**config.mk**
```make
export PLATFORM = sky130hd
export DESIGN_NAME = frc_cell
export DESIGN_NICKNAME = d
export VERILOG_FILES = /design/src/hdl/frc_pkg.sv /design/src/hdl/frc_cell.sv
export SDC_FILE = /design/constraint.sdc
export NUM_CORES = 2
export LEC_CHECK = 0
export BUFFER_PORTS_ARGS = -buffer_cell sky130_fd_sc_hd__buf_2
export CAP_MARGIN = 40
export CORE_UTILIZATION = 45
export CTS_BUF_LIST = sky130_fd_sc_hd__clkbuf_2
export CTS_CLUSTER_SIZE = 14
export DETAILED_ROUTE_END_ITERATION = 10
export PLACE_DENSITY = 0.66
export REMOVE_ABC_BUFFERS = 1
export SYNTH_ARGS = -nofsm -noshare
export SYNTH_HDL_FRONTEND = slang
export SYNTH_SLANG_ARGS = --single-unit
```
**constraint.sdc**
```tcl
create_clock -name clk -period 9.5 [get_ports clk]
set_input_delay 1.425 -clock clk [delete_from_list [all_inputs] [get_ports clk]]
set_output_delay 1.425 -clock clk [all_outputs]
set_load 0.1 [all_outputs]
```
**src/hdl/frc_pkg.sv**
```systemverilog
`timescale 1ns / 1ps
// Shared types and constants for the real/complex FIR filter.
// Used by the interfaces, the tap cell, the top level and the checker.
package frc_pkg;

  localparam int TAP_INDEX_BITS   = 6;
  localparam int ACTIVE_TAPS_BITS = 7;
  localparam int OP_BITS          = 2;

  typedef enum logic [OP_BITS-1:0] {
    OP_REAL    = 2'd0,
    OP_COMPLEX = 2'd1,
    OP_WRITE   = 2'd2,
    OP_CLEAR   = 2'd3
  } op_t;

  typedef enum logic {
    S_IDLE  = 1'b0,
    S_SWEEP = 1'b1
  } state_t;

  // Control broadcast from the sequencer to every tap cell.
  typedef struct packed {
    logic shift_real;
    logic shift_cplx;
    logic clear;
    logic coef_we;
    logic adv;
    logic cplx;
  } cell_ctl_t;

endpackage

```
**src/hdl/frc_cell.sv**
```systemverilog
`timescale 1ns / 1ps
// One tap cell: holds a coefficient and one slot of each delay line, and adds
// its product to the partial sums passing down the chain. Depends on frc_pkg.
module frc_cell #(
  parameter int SAMPLE_BITS = 16,
  parameter int COEF_BITS   = 18,
  parameter int ACC_BITS    = 40,
  parameter int IDX_W       = 8,
  parameter int TAP         = 0
) (
  input  logic                                    clk,
  input  logic                                    rst,
  input  frc_pkg::cell_ctl_t                      ctl,
  input  logic [frc_pkg::TAP_INDEX_BITS-1:0]      coef_idx,
  input  logic signed [COEF_BITS-1:0]             coef_data,
  input  logic [frc_pkg::ACTIVE_TAPS_BITS-1:0]    active_taps,
  input  logic signed [SAMPLE_BITS-1:0]           real_in,
  input  logic signed [SAMPLE_BITS-1:0]           cre_in,
  input  logic signed [SAMPLE_BITS-1:0]           cim_in,
  output logic signed [SAMPLE_BITS-1:0]           real_out,
  output logic signed [SAMPLE_BITS-1:0]           cre_out,
  output logic signed [SAMPLE_BITS-1:0]           cim_out,
  input  logic                                    tok_in,
  input  logic signed [ACC_BITS-1:0]              sum_re_in,
  input  logic signed [ACC_BITS-1:0]              sum_im_in,
  output logic                                    tok_out,
  output logic signed [ACC_BITS-1:0]              sum_re_out,
  output logic signed [ACC_BITS-1:0]              sum_im_out
);
  import frc_pkg::*;

  localparam int PROD_BITS = SAMPLE_BITS + COEF_BITS;

  logic signed [COEF_BITS-1:0] coef;
  logic signed [PROD_BITS-1:0] prod_re;
  logic signed [PROD_BITS-1:0] prod_im;
  logic signed [ACC_BITS-1:0]  term_re;
  logic signed [ACC_BITS-1:0]  term_im;
  logic                        hit;
  logic                        tap_on;

  assign hit    = (IDX_W'(coef_idx) == IDX_W'(TAP));
  assign tap_on = (IDX_W'(TAP) < IDX_W'(active_taps));

  always_comb begin
    prod_re = coef * (ctl.cplx ? cre_out : real_out);
    prod_im = coef * cim_out;
    term_re = tap_on ? ACC_BITS'(prod_re) : ACC_BITS'(0);
    term_im = tap_on ? ACC_BITS'(prod_im) : ACC_BITS'(0);
  end

  always_ff @(posedge clk) begin
    if (ctl.coef_we && hit) begin
      coef <= coef_data;
    end
  end

  always_ff @(posedge clk) begin
    if (rst || ctl.clear) begin
      real_out <= '0;
      cre_out  <= '0;
      cim_out  <= '0;
    end else begin
      if (ctl.shift_real) begin
        real_out <= real_in;
      end
      if (ctl.shift_cplx) begin
        cre_out <= cre_in;
        cim_out <= cim_in;
      end
    end
  end

  always_ff @(posedge clk) begin
    if (rst) begin
      tok_out <= 1'b0;
    end else if (ctl.adv) begin
      tok_out <= tok_in;
    end
  end

  always_ff @(posedge clk) begin
    if (ctl.adv) begin
      sum_re_out <= sum_re_in + term_re;
      sum_im_out <= sum_im_in + term_im;
    end
  end

endmodule

```
==> results.sh <==
export IMPL_status="completed"
export IMPL_die_area_um2=69200
export IMPL_clk_latency_ps=1030
export IMPL_root_buffer="clkbuf_2"
export IMPL_min_period_over_period=0.944
export IMPL_cp_start_kind="flip-flop"
export IMPL_core_area_um2=67300
export IMPL_power_density_nw_per_um2=183
export IMPL_avgSynthCellArea_um2=9.33
export IMPL_power_switching_uw=3400
export IMPL_netlist_top_cells_area="fa_1, ha_1, edfxtp_1"
export IMPL_grt_pass1_vias=23900
export IMPL_avgViaCountPerCell=5.06
export IMPL_fin_worst_skew_ps=123
export IMPL_syn_inst=3287
export IMPL_grt_usage=0.226
export IMPL_setup_tns_ps=0
export IMPL_dr_total_vias=23000
export IMPL_floorplan_rows=95
export IMPL_grt_pass1_wl_mm=123
export IMPL_fin_nets=4675
export IMPL_ctsHtreeMaxLevel=4
export IMPL_start_util=0.456
export IMPL_cp_slowest_cell="dfxtp_1"
export IMPL_synth_cell_types=69
export IMPL_grt_max_degree=53
export IMPL_routed_wl_mm=74.2
export IMPL_ios=297
export IMPL_drtIter0Drc=1197
export IMPL_ir_drop_mv=0.179
export IMPL_drive_gt1_frac=0.152
export IMPL_leakage_uw=0.0179
export IMPL_slowest_delay_ps=540
export IMPL_yosysSeqAreaShare=0.128
export IMPL_maxSlewViolCount=0
export IMPL_p_clk_frac=0.071
export IMPL_hp_class="input pin to flip-flop"
export IMPL_firstDrtPassIters=7
export IMPL_p_int_uw=2920
export IMPL_antenna_found_initial=7
export IMPL_worstSetupPathType="flip-flop to flip-flop"
export IMPL_ys_seq_elements=147
export IMPL_area_growth_pct=12.6
export IMPL_worst_endpoint_arrival_ps=9720
export IMPL_relSlewSlack=0.457
export IMPL_globalplace_congestion=0.930
export IMPL_cts_sinks=147
export IMPL_cts_clk_slew_worst_paths_ps=380
export IMPL_ys_warn_count=0
export IMPL_worst_pin_slew_ps=814
export IMPL_worst_path_max_fanout=15
export IMPL_yosysTopAreaCell="fa_1"
export IMPL_nFillCells=6370
export IMPL_seqPwrFrac=0.164
export IMPL_hold_viol=0
export IMPL_path_delay_family="adder cells"
export IMPL_holdBufCountCts=0
export IMPL_yosys_area_top_type_share=0.385
export IMPL_yosysMostFrequentCell="inv_1"
export IMPL_totalPowerFinal_uw=6320
export IMPL_portBuffers=296
export IMPL_avgRoutedWirePerCell_um=16.3
export IMPL_synth_edff_count=98
export IMPL_crit_top_cell="fa_1"
export IMPL_cts_tree="yes"
export IMPL_clock_path_buffers=2
export IMPL_cap_violations=0
export IMPL_yosys_top_cells_count="inv_1, fa_1, nand2_1"
export IMPL_max_freq_mhz=112
export IMPL_netlist_area_um2=30700
export IMPL_setup_viol=0
export IMPL_cts_inserted_buffers=17
export IMPL_p_comb_frac=0.765
export IMPL_grt_overflow=0
export IMPL_fp_dieW_um=263
export IMPL_antenna_left=0
export IMPL_critPathBufInv=4
export IMPL_worstPathRequired_ps=10250
export IMPL_dp_hpwl_mm=63.4
export IMPL_post_route_min_period_ps=8970
export IMPL_rsz0062_at_grt="false"
export IMPL_die_h_um=263
export IMPL_async_flop_share=0
export IMPL_drc=0
export IMPL_cp_end_kind="flip-flop"
export IMPL_synthFlopType="edfxtp_1"
export IMPL_switching_share=0.538
==> state kept, by name, summed over array words and instances (netlist names) <==
register,cells
sum_im_out,40
sum_re_out,40
coef,18
cim_out,16
cre_out,16
real_out,16
tok_out,1
==> path summary, 6_finish.rpt <==
path / to / start / cells past startpoint / slack, ps
max: sum_im_out[39] / cim_out[1] / 32 / 530
min: coef[1] / coef_data[1] / 1 / 530
max reg2reg: sum_im_out[39] / cim_out[1] / 32 / 530
min reg2reg: tok_out / tok_out / 2 / 530
==> timing repair <==
item / CTS / global route
buffers inserted: 0 / 2
resized for setup: 0 / 1
endpoints found under the setup margin: 0 / 1
==> kinds of logic (layout without fill, tap and decap cells) <==
group | after synthesis | after routing | share of synthesized area
AOI/OAI and AO/OA | 362 | 362 | 0.0782
xor gates and xnor gates | 135 | 135 | 0.0390
adders and majority gates | 842 | 842 | 0.488
buffers and inverters | 820 | 1211 | 0.100
DFF | 147 | 147 | 0.128
muxes | 65 | 65 | 0.0218
other | 0 | 2 | 0
and+or+nand+nor | 916 | 916 | 0.145
==> layer usage <==
metal	wire, um	vias to the layer above	global-route usage
met2	37600	527	0.390
li1	-	10900	-
met3	3540	85	0.0301
met5	54	-	0
met1	31100	11500	0.296
met4	1850	10	0.0624
==> layout make-up <==
cell class / instances / area (um^2) / area share
antenna: 2 / 5.00 / 0.000145
timing repair buffer: 483 / 2950 / 0.0856
clock inverter: 15 / 183 / 0.00529
multi-input combinational: 2320 / 23700 / 0.685
sequential: 147 / 3930 / 0.114
clock buffer: 17 / 85.1 / 0.00247
inverter: 696 / 2610 / 0.0757
tap: 873 / 1090 / 0.0316
==> metrics by stage <==
stage	instances	instance area [um^2]	hold slack (ps)	utilization	setup WS (ps)
floorplan	3163	30200	971	-	14.8
global placement	4515	34200	477	0.508	-141
detailed placement	4517	34200	486	0.509	-329
CTS	4549	34500	357	0.513	396
global route	4553	34500	419	0.513	36.9
finish	4553	34500	528	0.513	532
==> worst reg2reg max path: cells and delay by family, from the launching register on <==
| kind | cells | cell delay, ps |
|---|---|---|
| XOR/XNOR | 2 | 390 |
| flip-flops | 1 | 540 |
| AO/OA/AOI/OAI | 15 | 3370 |
| buffers and inverters | 4 | 430 |
| AND/OR/NAND/NOR | 3 | 440 |
| adder cells (fa/ha/maj) | 8 | 3600 |
==> power groups by stage <==
stage	clock network, uW	registers [uW]	logic (uW)
5_1_grt	488	1050	5320
6_report	449	1040	4840
3_3_place_gp	0	1050	4800
2_1_floorplan	0	2160	2540
4_1_cts	471	1040	4860
3_5_place_dp	0	1050	4840
==> cells in the final DEF (no fill, tap or decap), types with 16 or more instances in the layout <==
master / n
a211oi_1: 16
a21o_1: 67
a21oi_1: 107
and2_1: 262
buf_2: 295
buf_4: 183
clkbuf_2: 17
dfxtp_1: 48
edfxtp_1: 98
fa_1: 589
ha_1: 253
inv_1: 696
mux2i_1: 49
nand2_1: 333
nand2b_1: 24
nand3_1: 20
nor2_1: 177
nor2b_1: 23
nor3_1: 20
o21a_1: 26
o21ai_0: 54
xnor2_1: 87
xor2_1: 47
Note: power is estimated with default switching activity, not from simulation.
